==> src/rtl/avsc_pkg.sv <==
// Shared types and constants for the audio/video sync counter pair.
package avsc_pkg;

  localparam int unsigned DataW = 32;
  localparam int unsigned CntW  = 33;
  localparam int unsigned DivW  = 16;

  // control register bit positions
  localparam int unsigned CtrlEnLsb    = 0;
  localparam int unsigned CtrlPauseLsb = 8;

  typedef enum logic [1:0] {
    OP_TICK  = 2'd0,
    OP_WRITE = 2'd1,
    OP_READ  = 2'd2
  } avsc_op_e;

  typedef enum logic [1:0] {
    REG_CTRL = 2'd0,
    REG_CNT0 = 2'd1,
    REG_CNT1 = 2'd2,
    REG_DIV  = 2'd3
  } avsc_reg_e;

  typedef struct packed {
    avsc_op_e         op;
    avsc_reg_e        reg_index;
    logic [DataW-1:0] write_data;
  } avsc_req_t;

  typedef struct packed {
    logic tick;   // advance prescaler this cycle
    logic load;   // bus write of bits 32:1
  } avsc_cnt_cmd_t;

endpackage

==> src/rtl/av_sync_counter_pair.sv <==
// Top level: two audio/video sync counters behind four bus registers.
// Pipeline: a request is registered on acceptance and its result is registered
//   when the held request executes, which waits while the result register is full.
// Throughput: one request per cycle (ticks, writes and reads alike) while the
//   result side keeps taking results.
// Reset: rst_ni clears control, divisors, counters and prescalers to zero.
module av_sync_counter_pair
  import avsc_pkg::*;
(
  input  logic             clk_i,
  input  logic             rst_ni,
  input  logic             in_valid_i,
  output logic             in_ready_o,
  input  logic [1:0]       op_i,
  input  logic [1:0]       reg_index_i,
  input  logic [DataW-1:0] write_data_i,
  output logic             out_valid_o,
  input  logic             out_ready_i,
  output logic [DataW-1:0] read_data_o
);

  // ---------------------------------------------------------------------
  // Request stage
  // ---------------------------------------------------------------------
  logic      req_valid;
  avsc_req_t req;
  logic      adv;          // held request is executed this cycle

  logic             out_valid_q, out_valid_d;
  logic [DataW-1:0] rdata_q, rdata_d;

  // Execute whenever the result register is free or being drained.
  assign adv = req_valid && (!out_valid_q || out_ready_i);

  avsc_in_reg u_in_reg (
    .clk_i        (clk_i),
    .rst_ni       (rst_ni),
    .in_valid_i   (in_valid_i),
    .in_ready_o   (in_ready_o),
    .op_i         (op_i),
    .reg_index_i  (reg_index_i),
    .write_data_i (write_data_i),
    .take_i       (adv),
    .valid_o      (req_valid),
    .req_o        (req)
  );

  // ---------------------------------------------------------------------
  // Control and divisor registers
  // ---------------------------------------------------------------------
  logic [1:0]            en_q, en_d;
  logic [1:0]            pause_q, pause_d;
  logic [1:0][DivW-1:0]  div_q, div_d;

  logic is_tick, is_write, is_read;
  assign is_tick  = adv && (req.op == OP_TICK);
  assign is_write = adv && (req.op == OP_WRITE);
  assign is_read  = adv && (req.op == OP_READ);

  always_comb begin
    en_d    = en_q;
    pause_d = pause_q;
    div_d   = div_q;
    if (is_write) begin
      unique case (req.reg_index)
        REG_CTRL: begin
          // unused control bits are dropped
          en_d    = req.write_data[CtrlEnLsb +: 2];
          pause_d = req.write_data[CtrlPauseLsb +: 2];
        end
        REG_DIV: begin
          // prescalers keep their values on a divisor write
          div_d[0] = req.write_data[DivW-1:0];
          div_d[1] = req.write_data[2*DivW-1:DivW];
        end
        default: ;
      endcase
    end
  end

  always_ff @(posedge clk_i or negedge rst_ni) begin
    if (!rst_ni) begin
      en_q    <= '0;
      pause_q <= '0;
      div_q   <= '0;
    end else begin
      en_q    <= en_d;
      pause_q <= pause_d;
      div_q   <= div_d;
    end
  end

  // ---------------------------------------------------------------------
  // Counters: a tick advances each enabled, unpaused counter
  // ---------------------------------------------------------------------
  avsc_cnt_cmd_t   cmd0, cmd1;
  logic [CntW-1:0] cnt0, cnt1;

  assign cmd0.tick = is_tick && en_q[0] && !pause_q[0];
  assign cmd1.tick = is_tick && en_q[1] && !pause_q[1];
  assign cmd0.load = is_write && (req.reg_index == REG_CNT0);
  assign cmd1.load = is_write && (req.reg_index == REG_CNT1);

  avsc_counter u_cnt0 (
    .clk_i      (clk_i),
    .rst_ni     (rst_ni),
    .cmd_i      (cmd0),
    .load_val_i (req.write_data),
    .divisor_i  (div_q[0]),
    .count_o    (cnt0)
  );

  avsc_counter u_cnt1 (
    .clk_i      (clk_i),
    .rst_ni     (rst_ni),
    .cmd_i      (cmd1),
    .load_val_i (req.write_data),
    .divisor_i  (div_q[1]),
    .count_o    (cnt1)
  );

  // ---------------------------------------------------------------------
  // Read mux and result register; ticks, writes and unused ops return zero
  // ---------------------------------------------------------------------
  always_comb begin
    rdata_d = '0;
    if (is_read) begin
      unique case (req.reg_index)
        REG_CTRL: begin
          rdata_d[CtrlEnLsb +: 2]    = en_q;
          rdata_d[CtrlPauseLsb +: 2] = pause_q;
        end
        REG_CNT0: rdata_d = cnt0[CntW-1:1];
        REG_CNT1: rdata_d = cnt1[CntW-1:1];
        REG_DIV:  rdata_d = {div_q[1], div_q[0]};
        default:  rdata_d = '0;
      endcase
    end
  end

  always_comb begin
    out_valid_d = out_valid_q;
    if (adv) begin
      out_valid_d = 1'b1;
    end else if (out_ready_i) begin
      out_valid_d = 1'b0;
    end
  end

  always_ff @(posedge clk_i or negedge rst_ni) begin
    if (!rst_ni) begin
      out_valid_q <= 1'b0;
    end else begin
      out_valid_q <= out_valid_d;
    end
  end

  always_ff @(posedge clk_i) begin
    if (adv) begin
      rdata_q <= rdata_d;
    end
  end

  assign out_valid_o = out_valid_q;
  assign read_data_o = rdata_q;

  // ---------------------------------------------------------------------
  // Assertions
  // ---------------------------------------------------------------------
  a_empty_ready: assert property (@(posedge clk_i) disable iff (!rst_ni)
    !req_valid |-> in_ready_o)
    else $error("request stage empty but not ready");

  a_nonread_zero: assert property (@(posedge clk_i) disable iff (!rst_ni)
    adv && (req.op != OP_READ) |=> (read_data_o == '0))
    else $error("tick or write returned nonzero data");

  a_load_lsb: assert property (@(posedge clk_i) disable iff (!rst_ni)
    cmd0.load |=> (cnt0[0] == 1'b0))
    else $error("counter write left bit 0 set");

  a_idle_hold0: assert property (@(posedge clk_i) disable iff (!rst_ni)
    !cmd0.tick && !cmd0.load |=> $stable(cnt0))
    else $error("counter zero moved without tick or write");

  a_idle_hold1: assert property (@(posedge clk_i) disable iff (!rst_ni)
    !cmd1.tick && !cmd1.load |=> $stable(cnt1))
    else $error("counter one moved without tick or write");

endmodule

==> src/rtl/avsc_in_reg.sv <==
// Input request register with valid/ready handshake.
module avsc_in_reg
  import avsc_pkg::*;
(
  input  logic             clk_i,
  input  logic             rst_ni,
  input  logic             in_valid_i,
  output logic             in_ready_o,
  input  logic [1:0]       op_i,
  input  logic [1:0]       reg_index_i,
  input  logic [DataW-1:0] write_data_i,
  input  logic             take_i,     // downstream consumes the held request
  output logic             valid_o,
  output avsc_req_t        req_o
);

  logic      valid_q, valid_d;
  avsc_req_t req_q;

  assign in_ready_o = !valid_q || take_i;

  always_comb begin
    valid_d = valid_q;
    if (in_ready_o) begin
      valid_d = in_valid_i;
    end
  end

  always_ff @(posedge clk_i or negedge rst_ni) begin
    if (!rst_ni) begin
      valid_q <= 1'b0;
    end else begin
      valid_q <= valid_d;
    end
  end

  always_ff @(posedge clk_i) begin
    if (in_valid_i && in_ready_o) begin
      req_q.op         <= avsc_op_e'(op_i);
      req_q.reg_index  <= avsc_reg_e'(reg_index_i);
      req_q.write_data <= write_data_i;
    end
  end

  assign valid_o = valid_q;
  assign req_o   = req_q;

endmodule

==> src/rtl/avsc_counter.sv <==
// One 33-bit sync counter with its 16-bit prescaler.
module avsc_counter
  import avsc_pkg::*;
(
  input  logic             clk_i,
  input  logic             rst_ni,
  input  avsc_cnt_cmd_t    cmd_i,
  input  logic [DataW-1:0] load_val_i,
  input  logic [DivW-1:0]  divisor_i,
  output logic [CntW-1:0]  count_o
);

  logic [CntW-1:0] count_q, count_d;
  logic [DivW-1:0] pre_q, pre_d;

  always_comb begin
    count_d = count_q;
    pre_d   = pre_q;
    if (cmd_i.load) begin
      count_d = {load_val_i, 1'b0};
      pre_d   = '0;
    end else if (cmd_i.tick) begin
      // at or past the divisor: restart and count (also after divisor lowered)
      if (pre_q >= divisor_i) begin
        pre_d   = '0;
        count_d = count_q + CntW'(1);
      end else begin
        pre_d = pre_q + DivW'(1);
      end
    end
  end

  always_ff @(posedge clk_i or negedge rst_ni) begin
    if (!rst_ni) begin
      count_q <= '0;
      pre_q   <= '0;
    end else begin
      count_q <= count_d;
      pre_q   <= pre_d;
    end
  end

  assign count_o = count_q;

endmodule

==> config.mk <==
export PLATFORM = sky130hd
export DESIGN_NAME = av_sync_counter_pair
export DESIGN_NICKNAME = d
export VERILOG_FILES = /design/src/rtl/avsc_pkg.sv /design/src/rtl/av_sync_counter_pair.sv /design/src/rtl/avsc_in_reg.sv /design/src/rtl/avsc_counter.sv
export SDC_FILE = /design/constraint.sdc
export NUM_CORES = 1
export LEC_CHECK = 0
export ABC_CLOCK_PERIOD_IN_PS = 5050
export BUFFER_PORTS_ARGS = -buffer_cell sky130_fd_sc_hd__buf_2
export CORE_ASPECT_RATIO = 1.1
export CORE_MARGIN = 2
export CORE_UTILIZATION = 41
export CTS_CLUSTER_DIAMETER = 80
export DETAILED_ROUTE_END_ITERATION = 8
export HOLD_SLACK_MARGIN = 0.06
export PLACE_DENSITY = 0.63
export SYNTH_ARGS = -nofsm -noshare
export SYNTH_HDL_FRONTEND = slang
export SYNTH_SLANG_ARGS = --single-unit
export TNS_END_PERCENT = 50
==> constraint.sdc <==
create_clock -name clk_i -period 5.05 [get_ports clk_i]
set_input_delay 0.505 -clock clk_i [delete_from_list [all_inputs] [get_ports clk_i]]
set_output_delay 0.505 -clock clk_i [all_outputs]
set_load 0.05 [all_outputs]
==> results of run 1 <==
cell families (layout without fill, tap and decap cells):
group / after synthesis / in the layout / share of synthesized area, %
and+or+nand+nor: 443 / 443 / 20.6
AOI/OAI and AO/OA: 265 / 265 / 16.6
DFF: 204 / 204 / 49.2
buffers and inverters: 101 / 170 / 3.66
muxes: 45 / 45 / 4.93
adders and majority gates: 36 / 36 / 4.07
xor gates and xnor gates: 12 / 12 / 0.950
sequential cells by signal (all words and copies together), names as in the netlist, 16 cells and up:
name	flops
div_q	32
read_data_o	32
u_cnt0.count_o	33
u_cnt0.pre_q	16
u_cnt1.count_o	33
u_cnt1.pre_q	16
u_in_reg.req_o	36
synth_stat cells (7+ instances only):
cell type	number
a211oi_1	11
a21oi_1	23
a22o_1	8
a22oi_1	40
a31oi_1	27
a32oi_1	7
and2_1	12
and3_1	33
and4_1	10
buf_2	8
clkbuf_1	49
dfrtp_1	136
edfxtp_1	68
ha_1	36
inv_1	38
mux2_2	36
nand2_1	93
nand2b_1	7
nand3_1	62
nand4_1	40
nor2_1	97
nor2b_1	12
nor3_1	18
nor4_1	13
o211ai_1	14
o21ai_0	61
o311ai_0	17
o31ai_1	14
or3_1	16
or4_1	15
xor2_1	7
metrics by stage:
step           cells  area, sq um  hold WS [ps]  setup WS, ps  total power [W]
2_1_floorplan   1106        11100           209          2440          0.00276
5_1_grt         1532        12500           130          1490          0.00501
6_report        1532        12500          59.7          1710          0.00479
3_5_place_dp    1488        11700           519          1780          0.00310
3_3_place_gp    1488        11700           511          1870          0.00308
4_1_cts         1532        12500           135          1750          0.00481
cell type report:
| cell class | instances | area share, % |
|---|---|---|
| Sequential cell | 204 | 43.5 |
| Multi-Input combinational cell | 801 | 41.8 |
| Clock buffer | 31 | 5.18 |
| Timing Repair Buffer | 88 | 3.87 |
| Tap cell | 357 | 3.57 |
| Inverter | 38 | 1.14 |
| Clock inverter | 13 | 0.920 |
metal layers:
layer,up-vias,track usage [%],routed length (um)
li1,4343,-,-
met2,395,38.5,15700
met5,-,0,0
met4,0,10.5,1540
met3,86,3.17,2150
met1,4608,31.8,14200
worst max-delay path by stage:
stage	from	end	slack (ps)	cells after the start
final	u_in_reg.req_o[32]$_DFFE_PP_	u_cnt0.count_o[15]$_DFFE_PN0P_	1710	6
after global routing	u_in_reg.req_o[32]$_DFFE_PP_	u_cnt1.count_o[5]$_DFFE_PN0P_	1490	5
after CTS	u_in_reg.req_o[32]$_DFFE_PP_	u_cnt0.count_o[15]$_DFFE_PN0P_	1750	6
after detailed placement	u_in_reg.req_o[32]$_DFFE_PP_	u_cnt0.count_o[15]$_DFFE_PN0P_	1780	6
after global placement	u_in_reg.req_o[32]$_DFFE_PP_	u_cnt0.count_o[15]$_DFFE_PN0P_	1870	6
after floorplan	out_valid_o$_DFFE_PN0P_	read_data_o[0]$_SDFFCE_PN0P_	2440	2
power by group:
part	internal, W	switching, W
Combinational	0.000335	0.000514
Sequential	0.00196	0.000274
Clock	0.00101	0.000702
Total	0.00330	0.00149
==> summary.txt, run 1 <==
CTS
  • Clock root cell: clkbuf_16
  • Clock latency at the later pin of the worst-skew pair: roughly 530 ps
  • CTS buffer count: 24
  • Hold_buf cts: 0
  • Clock Tree Buf Depth: 3
  • Post-cts gate resize count: 0
  • TritonCTS clock tree: built
  • CTS sink cnt: just over 200
  • Reg clk slew, reported paths: 60 ps
  • Post-CTS setup buffers: 0
  • CTS HTree Levels: 1

Critical path
  • Crit-path cells: and3b_1 > nand4_1 > buf_4 > nand2_1 > o31ai_1 > a221o_1
  • Setup crit end kind: register
  • Buf/Inv on CP: 1
  • CP Data Arrival Time: ~3700 ps
  • Crit path max-delay cell type: edfxtp_1
  • Crit-path max cell delay: between 900 and 1000 ps
  • Worst flop-to-flop path startpoint: u_in_reg.req_o[32]$_DFFE_PP_
  • CP Max Fanout: 43
  • R2r setup slk: between 1500 and 2000 ps
  • WS Path Type: register to register
  • R2r endpoint: u_cnt0.count_o[15]$_DFFE_PN0P_
  • FF-to-FF path depth: 6
  • Startpoint types: register
  • Top delay family on crit path: simple AND/OR/NAND/NOR gates
  • Worst Path Required: roughly 5500 ps

Hold path
  • Min-Delay Path Class: input pin to async pin

Global routing
  • First-pass GRT wire length: about 52 mm
  • Initial antenna violation count: 0
  • Aggregate global-route resource usage: about a quarter
  • Largest net degree at the start of global routing: 102
  • Vias in the first global route: between 8000 and 9000
  • GR Overflow Total: 0

Synth
  • Sequential area share after synthesis: slightly below 50%
  • Post-Syn Area: between 10000 and 15000 sq um
  • Ranking of synthesized cells by area: dfrtp_1, edfxtp_1, ha_1
  • Synth warn: 0
  • Asr flop ratio synth: between 60% and 70%
  • Mean Syn Cell Area: 10.0 sq um
  • Post-synth top area share: between 30% and 40%
  • Primary FF master, synth: dfrtp_1
  • Library cells used by synthesis: 69
  • Post-synth top area cell: dfrtp_1
  • EDFF count, synth: 68
  • Post-Synthesis Cells: around 1100
  • Net Count, Synth: 1182
  • Synth Register Bits: roughly 200

Die
  • Initial Util: 41.4%
  • Die ar.: ~28000 sq um
  • Core Area: around 27000 sq um
  • Die width: about 160 um
  • Die Ht: between 150 and 200 um
  • # rows: 63
  • Io pins: 74

Drt
  • Routed len/inst: between 20 and 25 um
  • DRC viols: 0
  • Routed Antenna Nets: 0
  • DRT Pass-1 Iters: 6
  • Routed vias/inst: just over 6
  • Drt total wl: around 34 mm
  • Initial DRC count: about 960
  • Vias post-DR: 9432

Pwr
  • VDD IR max: 261 uV
  • Pleak: roughly 4.9 nW
  • Pwr dens: between 300 and 400 nW/um^2

Final layout
  • N_diodes: 0
  • Commonest non-fill, non-tap cell in the layout: dfrtp_1
  • Nets@finish: roughly 1200
  • Commonest non-fill, non-tap cells in the layout: dfrtp_1, nor2_1, nand2_1
  • FF+latch area: 5450 sq um
  • Layout Area Growth over Synthesis: 13.0%
  • Footprint of the multi-input gates: approximately 5200 sq um
  • Layout cells sized above 1: ~15%
  • Fillers: approximately 2500
  • Utilization after layout: 46.8%

STA
  • Max-slew violation count: 0
  • Rel. slew slack: 13.9%
  • Final Hold Violating Endpoints: 0
  • RSZ-0062 raised after global routing: no
  • Clk_skew: around 19 ps
  • Min Tclk post-route: between 3000 and 4000 ps
  • Final setup fails: 0
  • Final period utilization: about two thirds
  • FMAX: 300 MHz
  • Final TNS setup: 0 ps
  • Least-Margin Pin Slew: 1280 ps

Status
  • Status: completed

Run
  • Max_cap viols: 0

Placed design
  • Post-DP HPWL: approximately 23 mm
  • Final GP Congestion: 0.911
  • Port bufs: 73
Note: power is estimated with default switching activity, not from simulation.
==> inputs of run 2 (changes only) <==
--- a/config.mk
+++ b/config.mk
@@ -5,7 +5,7 @@
 export SDC_FILE = /design/constraint.sdc
 export NUM_CORES = 1
 export LEC_CHECK = 0
-export ABC_CLOCK_PERIOD_IN_PS = 5050
+export ABC_CLOCK_PERIOD_IN_PS = 3000
 export BUFFER_PORTS_ARGS = -buffer_cell sky130_fd_sc_hd__buf_2
 export CORE_ASPECT_RATIO = 1.1
 export CORE_MARGIN = 2
@@ -13,7 +13,7 @@
 export CTS_CLUSTER_DIAMETER = 80
 export DETAILED_ROUTE_END_ITERATION = 8
 export HOLD_SLACK_MARGIN = 0.06
-export PLACE_DENSITY = 0.63
+export PLACE_DENSITY = 0.65
 export SYNTH_ARGS = -nofsm -noshare
 export SYNTH_HDL_FRONTEND = slang
 export SYNTH_SLANG_ARGS = --single-unit
==> constraint.sdc (replaced) <==
create_clock -name clk_i -period 3 [get_ports clk_i]
set_input_delay 0.3 -clock clk_i [delete_from_list [all_inputs] [get_ports clk_i]]
set_output_delay 0.3 -clock clk_i [all_outputs]
set_load 0.05 [all_outputs]
==> run 2 against run 1 <==
Compared with the run above:
- maximum frequency is 16% higher
- hold slack better by 120 ps
- first-iteration DRC count is 22% lower
- utilization is 2.3 points higher
- total power is 68% higher
- critical path type unchanged
- clock skew is 4.1 ps higher
- clock power is 65% higher
- final cell count is 4.2% higher
- count of clock-buffer cells in the layout is 2 higher
- combinational power is 78% higher
- via count is 2.0% higher
- sequential power is 66% higher
==> summary.txt, run 2 (same netlist as run 1, synthesis figures left out) <==
Drt
  • Initial DRC count: 749 (-22%)
  • Routed len/inst: 20.9 um (-4.4%)
  • DRT Pass-1 Iters: 5 (-1)
  • Drt total wl: 33.4 mm (-0.42%)
  • Vias post-DR: 9621 (+2.0%)
  • Routed vias/inst: 6.03 (-2.1%)
  • DRC viols: 0 (unchanged)
  • Routed Antenna Nets: 0 (unchanged)

CTS
  • CTS sink cnt: 204 (unchanged)
  • CTS HTree Levels: 1 (unchanged)
  • Post-CTS setup buffers: 0 (unchanged)
  • TritonCTS clock tree: built
  • Clock latency at the later pin of the worst-skew pair: 540 ps (about the same)
  • CTS buffer count: 24 (unchanged)
  • Clock Tree Buf Depth: 3 (unchanged)
  • Clock root cell: clkbuf_16
  • Reg clk slew, reported paths: 60 ps (about the same)

Final layout
  • Nets@finish: 1297 (+5.2%)
  • Commonest non-fill, non-tap cell in the layout: dfrtp_1
  • Commonest non-fill, non-tap cells in the layout: dfrtp_1, nor2_1, nand2_1
  • Layout cells sized above 1: 16.8% (+1.7 points)
  • Layout Area Growth over Synthesis: 18.6%
  • N_diodes: 0 (unchanged)
  • Number of flip-flops in the largest register: 36 (unchanged)

STA
  • Max-slew violation count: 0 (unchanged)
  • Final setup fails: 0 (unchanged)
  • RSZ-0062 raised after global routing: yes
  • FMAX: 347 MHz (+16%)
  • Rel. slew slack: 35.3% (+21 points)
  • Final TNS setup: 0 ps (unchanged)
  • Least-Margin Pin Slew: 967 ps (-316 ps)
  • Final Hold Violating Endpoints: 0 (unchanged)
  • Min Tclk post-route: 2880 ps (-457 ps)
  • Final worst setup slack: 119 ps (-1590 ps)
  • Final period utilization: 96.0% (+30 points)
  • Clk_skew: 23.2 ps (+4.06 ps)

Critical path
  • CP Max Fanout: 17 (-60%)
  • FF-to-FF path depth: 7 (+1)
  • Setup crit end kind: register
  • R2r setup slk: 120 ps (-1590 ps)
  • CP Data Arrival Time: 3330 ps (-410 ps)
  • WS Path Type: register to register
  • Startpoint types: register
  • Worst flop-to-flop path startpoint: u_cnt1.pre_q[13]$_DFFE_PN0P_
  • R2r endpoint: u_cnt1.count_o[14]$_DFFE_PN0P_
  • Worst Path Required: 3440 ps (-2010 ps)

Hold path
  • Critical hold path startpoint: out_ready_i
  • Hold Path Sink: u_in_reg.valid_o$_DFFE_PN0N_
  • Hold depth: 4
  • Min-Delay Path Class: input pin to register

Pwr
  • Comb pwr share: 18.8% (+1.1 points)
  • Pwr dens: 615 nW/um^2 (+60%)
  • Switching power: 0.00251 W (+69%)
  • VDD IR max: 388 uV (+48%)
  • Pleak: 5.24 nW (+6.1%)
  • Int Pwr: 0.00556 W (+68%)
  • Seq pwr share: 46.1% (-0.6 points)
  • Sw Share: 31.1% (+0.041 points)
  • Clock share of power: 35.1% (-0.5 points)

Global routing
  • GR Overflow Total: 0 (unchanged)
  • Initial antenna violation count: 0 (unchanged)
  • Largest net degree at the start of global routing: 78 (-24%)
  • Vias in the first global route: 9541 (+6.9%)
  • First-pass GRT wire length: 53.2 mm (+2.1%)
  • Aggregate global-route resource usage: 24.0% (+0.29 points)

Placed design
  • Post-Place Setup Slack: 79.0 ps (-1700 ps)
  • Post-DP HPWL: 23.4 mm (+0.31%)
  • Port bufs: 73 (unchanged)
  • Final GP Congestion: 0.905 (-0.67%)

Die
  • Io pins: 74 (unchanged)
  • Core Area: 26700 sq um (unchanged)
  • Initial Util: 41.4% (unchanged)
  • Die ar.: 28300 sq um (unchanged)
  • Die width: 161 um (unchanged)
  • Die Ht: 176 um (unchanged)
  • # rows: 63 (unchanged)

Status
  • Status: completed

Run
  • Max_cap viols: 0 (unchanged)
-- run 2: area by class of cell --
class                           count  area [sq um]
Tap cell                          357           447
Timing Repair Buffer              152          1080
Multi-Input combinational cell    801          5240
Clock buffer                       33           706
Inverter                           38           143
Sequential cell                   204          5450
Clock inverter                     11          67.6
Fill cell                        2473         13600
-- run 2: through the flow --
| stage | total power [W] | hold slack [ps] | area [sq um] | cells | util, % |
|---|---|---|---|---|---|
| floorplan | 0.00464 | 4.41 | 11100 | 1106 | - |
| global route | 0.00846 | 229 | 13100 | 1596 | 49.1 |
| finish | 0.00807 | 184 | 13100 | 1596 | 49.1 |
| global placement | 0.00519 | 408 | 12000 | 1514 | 44.8 |
| CTS | 0.00812 | 174 | 13100 | 1596 | 49.1 |
| detailed placement | 0.00523 | 405 | 12000 | 1514 | 44.8 |
-- run 2: power groups by stage --
| stage | Sequential, W | Combinational (W) | Clock (W) |
|---|---|---|---|
| 2_1_floorplan | 0.00372 | 0.000922 | 0 |
| 3_3_place_gp | 0.00374 | 0.00144 | 0 |
| 3_5_place_dp | 0.00376 | 0.00147 | 0 |
| 4_1_cts | 0.00371 | 0.00152 | 0.00289 |
| 5_1_grt | 0.00378 | 0.00169 | 0.00300 |
| 6_report | 0.00372 | 0.00151 | 0.00283 |
-- run 2: worst max-delay path by stage --
stage | endpoint | depth (start not counted) | start | slack (ps)
after floorplan | read_data_o[0]$_SDFFCE_PN0P_ | 2 | out_valid_o$_DFFE_PN0P_ | 390
after global placement | u_cnt1.count_o[14]$_DFFE_PN0P_ | 7 | u_cnt1.pre_q[13]$_DFFE_PN0P_ | 180
after detailed placement | u_cnt1.count_o[14]$_DFFE_PN0P_ | 7 | u_cnt1.pre_q[13]$_DFFE_PN0P_ | 80
after CTS | u_cnt1.count_o[14]$_DFFE_PN0P_ | 7 | u_cnt1.pre_q[13]$_DFFE_PN0P_ | 80
after global routing | u_cnt1.count_o[14]$_DFFE_PN0P_ | 7 | u_cnt1.pre_q[13]$_DFFE_PN0P_ | -10
final | u_cnt1.count_o[14]$_DFFE_PN0P_ | 7 | u_cnt1.pre_q[13]$_DFFE_PN0P_ | 120
-- run 2: critical path, cell delays in order (launching register included) --
cell and delay, ps:
dfrtp_1 450, ha_1 340, nand4_1 140, or3_1 420
a221o_1 380, a31o_2 400, or4_1 500, a31oi_1 170
-- run 2: repair_timing --
item                                    in CTS  in global routing
endpoints found under the setup margin       0                  6
endpoints found under the hold margin      112                  0
hold buffers                                38                  0
resized for setup                            0                  3
-- run 2: routing by layer --
layer  vias up  part of all wire [%]  track usage, %
met1      4664                    42            31.3
met5         -                     0               0
met2       380                    46            38.7
li1       4472                     -               -
met4         0                   6.2            12.9
met3       105                   6.1            3.50
==> inputs of run 3 (changes only) <==
--- a/config.mk
+++ b/config.mk
@@ -9,11 +9,11 @@
 export BUFFER_PORTS_ARGS = -buffer_cell sky130_fd_sc_hd__buf_2
 export CORE_ASPECT_RATIO = 1.1
 export CORE_MARGIN = 2
-export CORE_UTILIZATION = 41
+export CORE_UTILIZATION = 25
 export CTS_CLUSTER_DIAMETER = 80
 export DETAILED_ROUTE_END_ITERATION = 8
 export HOLD_SLACK_MARGIN = 0.06
-export PLACE_DENSITY = 0.65
+export PLACE_DENSITY = 0.46
 export SYNTH_ARGS = -nofsm -noshare
 export SYNTH_HDL_FRONTEND = slang
 export SYNTH_SLANG_ARGS = --single-unit
==> run 3 against run 2 <==
Compared with the run above:
- first-iteration DRC count increased by 11%
- final cell count grew 15%
- highest routed layer unchanged
- maximum frequency grew 0.87%
- sequential power is essentially flat
- flip-flop and latch count stayed put
- global-route usage fell by 7.6 points
==> summary.txt, run 3 (same netlist as run 1, synthesis figures left out) <==
Pwr
  • Pwr dens: 609 nW/um^2 (-0.86%)
  • VDD IR max: 340 uV (-12%)
  • Pleak: 5.32 nW (+1.6%)

Drt
  • Vias post-DR: 9508 (-1.2%)
  • Initial DRC count: 828 (+11%)
  • Drt total wl: 37.9 mm (+14%)
  • DRC viols: 0 (unchanged)
  • DRT Pass-1 Iters: 5 (unchanged)
  • Routed Antenna Nets: 0 (unchanged)
  • Routed vias/inst: 5.20 (-14%)
  • Routed len/inst: 20.7 um (-0.95%)

Critical path
  • Crit-path cells: inv_1 > ha_1 > nand2b_1 > a21o_1 > a211oi_1 > o211ai_1 > buf_4 > or4_1 > mux2i_1
  • Critical path capture point: u_cnt0.pre_q[10]$_DFFE_PN0P_
  • R2r setup slk: 140 ps (+20 ps)
  • CP Max Fanout: 5 (-12)
  • WS Path Type: register to register
  • FF-to-FF path depth: 9 (+2)
  • Crit-path max cell delay: 610 ps (+110 ps)
  • CP Data Arrival Time: 3310 ps (-20 ps)
  • Setup crit end kind: register
  • Worst Path Required: 3460 ps (+20 ps)
  • Startpoint types: register
  • Crit. Startpoint: u_cnt0.pre_q[0]$_DFFE_PN0P_
  • Crit path max-delay cell type: a211oi_1
  • Worst flop-to-flop path startpoint: u_cnt0.pre_q[0]$_DFFE_PN0P_
  • R2r endpoint: u_cnt0.pre_q[10]$_DFFE_PN0P_

Final layout
  • Number of flip-flops in the largest register: 36 (unchanged)
  • Commonest non-fill, non-tap cell in the layout: dfrtp_1
  • Layout cells sized above 1: 17.4% (+0.58 points)
  • N_diodes: 0 (unchanged)
  • Commonest non-fill, non-tap cells in the layout: dfrtp_1, nor2_1, nand2_1
  • Layout Area Growth over Synthesis: 22.4%
  • Nets@finish: 1311 (+1.1%)
  • Post-route insts no fill: 1829 (+15%)

STA
  • Final period utilization: 95.2% (-0.82 points)
  • Rel. slew slack: 51.4% (+16 points)
  • Least-Margin Pin Slew: 723 ps (-244 ps)
  • Max-slew violation count: 0 (unchanged)
  • Final worst setup slack: 144 ps (+24.7 ps)
  • Min Tclk post-route: 2860 ps (-24.7 ps)
  • FMAX: 350 MHz (+0.87%)
  • Final setup fails: 0 (unchanged)
  • Clk_skew: 12.8 ps (-10.4 ps)
  • RSZ-0062 raised after global routing: no
  • Final Hold Violating Endpoints: 0 (unchanged)
  • Final TNS setup: 0 ps (unchanged)

Placed design
  • Post-Place Setup Slack: 103 ps (+24.5 ps)
  • Port bufs: 73 (unchanged)
  • Placed Cells: 1742 (+15%)
  • Post-DP HPWL: 26.7 mm (+14%)
  • Final GP Congestion: 0.858 (-5.2%)

CTS
  • CTS sink cnt: 204 (unchanged)
  • Reg clk slew, reported paths: 60 ps (about the same)
  • Clock Tree Buf Depth: 3 (unchanged)
  • Clock latency at the later pin of the worst-skew pair: 540 ps (about the same)
  • Post-CTS setup buffers: 0 (unchanged)
  • CTS HTree Levels: 1 (unchanged)
  • Clock root cell: clkbuf_16
  • CTS buffer count: 26 (+8.3%)
  • TritonCTS clock tree: built

Global routing
  • Vias in the first global route: 9407 (-1.4%)
  • Initial antenna violation count: 0 (unchanged)
  • First-pass GRT wire length: 57.4 mm (+7.9%)
  • GR Overflow Total: 0 (unchanged)
  • Aggregate global-route resource usage: 16.4% (-7.6 points)
  • Largest net degree at the start of global routing: 61 (-22%)

Die
  • # rows: 80 (+27%)
  • Initial Util: 25.4% (-16 points)
  • Io pins: 74 (unchanged)
  • Die width: 205 um (+27%)
  • Die Ht: 225 um (+27%)
  • Core Area: 43500 sq um (+63%)
  • Die ar.: 46000 sq um (+62%)

Hold path
  • Min-Delay Path Class: input pin to register
  • Critical hold path startpoint: out_ready_i

Status
  • Status: completed

Run
  • Max_cap viols: 0 (unchanged)
==> run 3: changes by cell type in the layout (fill, tap and decap cells not counted), sizes merged <==
cell / before / now
buf: 114 / 125
bufinv: 0 / 1
clkbuf: 33 / 32
o211a: 2 / 3
clkinv: 9 / 14
inv: 39 / 38
==> run 3: how the worst min path moves through the flow <==
stage	endpoint	slack, ps	cells past startpoint
after floorplan	div_q[0]$_DFFE_PN0P_	4	0
after global placement	u_cnt0.pre_q[7]$_DFFE_PN0P_	300	1
after detailed placement	u_cnt0.pre_q[7]$_DFFE_PN0P_	300	1
after CTS	u_in_reg.valid_o$_DFFE_PN0N_	170	4
after global routing	u_in_reg.valid_o$_DFFE_PN0N_	220	4
final	u_in_reg.valid_o$_DFFE_PN0N_	190	4
==> run 3: final cells by class <==
| class | instances | area, sq um |
|---|---|---|
| fillers | 4538 | 30000 |
| inverters | 38 | 143 |
| clock buffers | 32 | 704 |
| well taps | 574 | 718 |
| clock inverters | 16 | 100 |
| multi-input cells | 802 | 5250 |
| repair buffers | 163 | 1190 |
| flip-flops and latches | 204 | 5450 |
==> run 3: what timing repair did <==
item,4_1_cts,5_1_grt
endpoints found under the setup margin,0,6
hold endpoints to repair,85,0
hold buffers,38,0
resized for setup,0,1
==> run 3: through the flow <==
stage | hold WS, ps | total power [W] | util, % | area, sq um
6_report | 186 | 0.00825 | 31.1 | 13500
5_1_grt | 220 | 0.00871 | 31.1 | 13500
4_1_cts | 166 | 0.00837 | 31.1 | 13500
3_5_place_dp | 303 | 0.00529 | 28.4 | 12300
3_3_place_gp | 298 | 0.00527 | 28.4 | 12300
2_1_floorplan | 4.41 | 0.00464 | - | 11100
==> run 3: per-layer routing <==
metal	global-route usage (%)	share of wire, %	vias up
met4	5.68	4.1	0
li1	-	-	4513
met3	2.10	4.8	84
met5	0	0	-
met2	26.9	46	291
met1	22.2	45	4620
==> run 3: power breakdown <==
group          total (W)  internal, W  leakage (nW)  switching, W
clock network    0.00298      0.00174         0.400       0.00124
registers        0.00375      0.00330          2.27      0.000444
logic            0.00153     0.000615          2.65      0.000913
==> run 3: worst max-delay path: cells and delay by family, from the launching register on <==
family | cells | cell delay (ps)
flip-flops | 1 | 390
AO/OA/AOI/OAI | 3 | 1040
multiplexers | 1 | 140
AND/OR/NAND/NOR | 2 | 640
buffers and inverters | 2 | 290
adder cells (fa/ha/maj) | 1 | 270
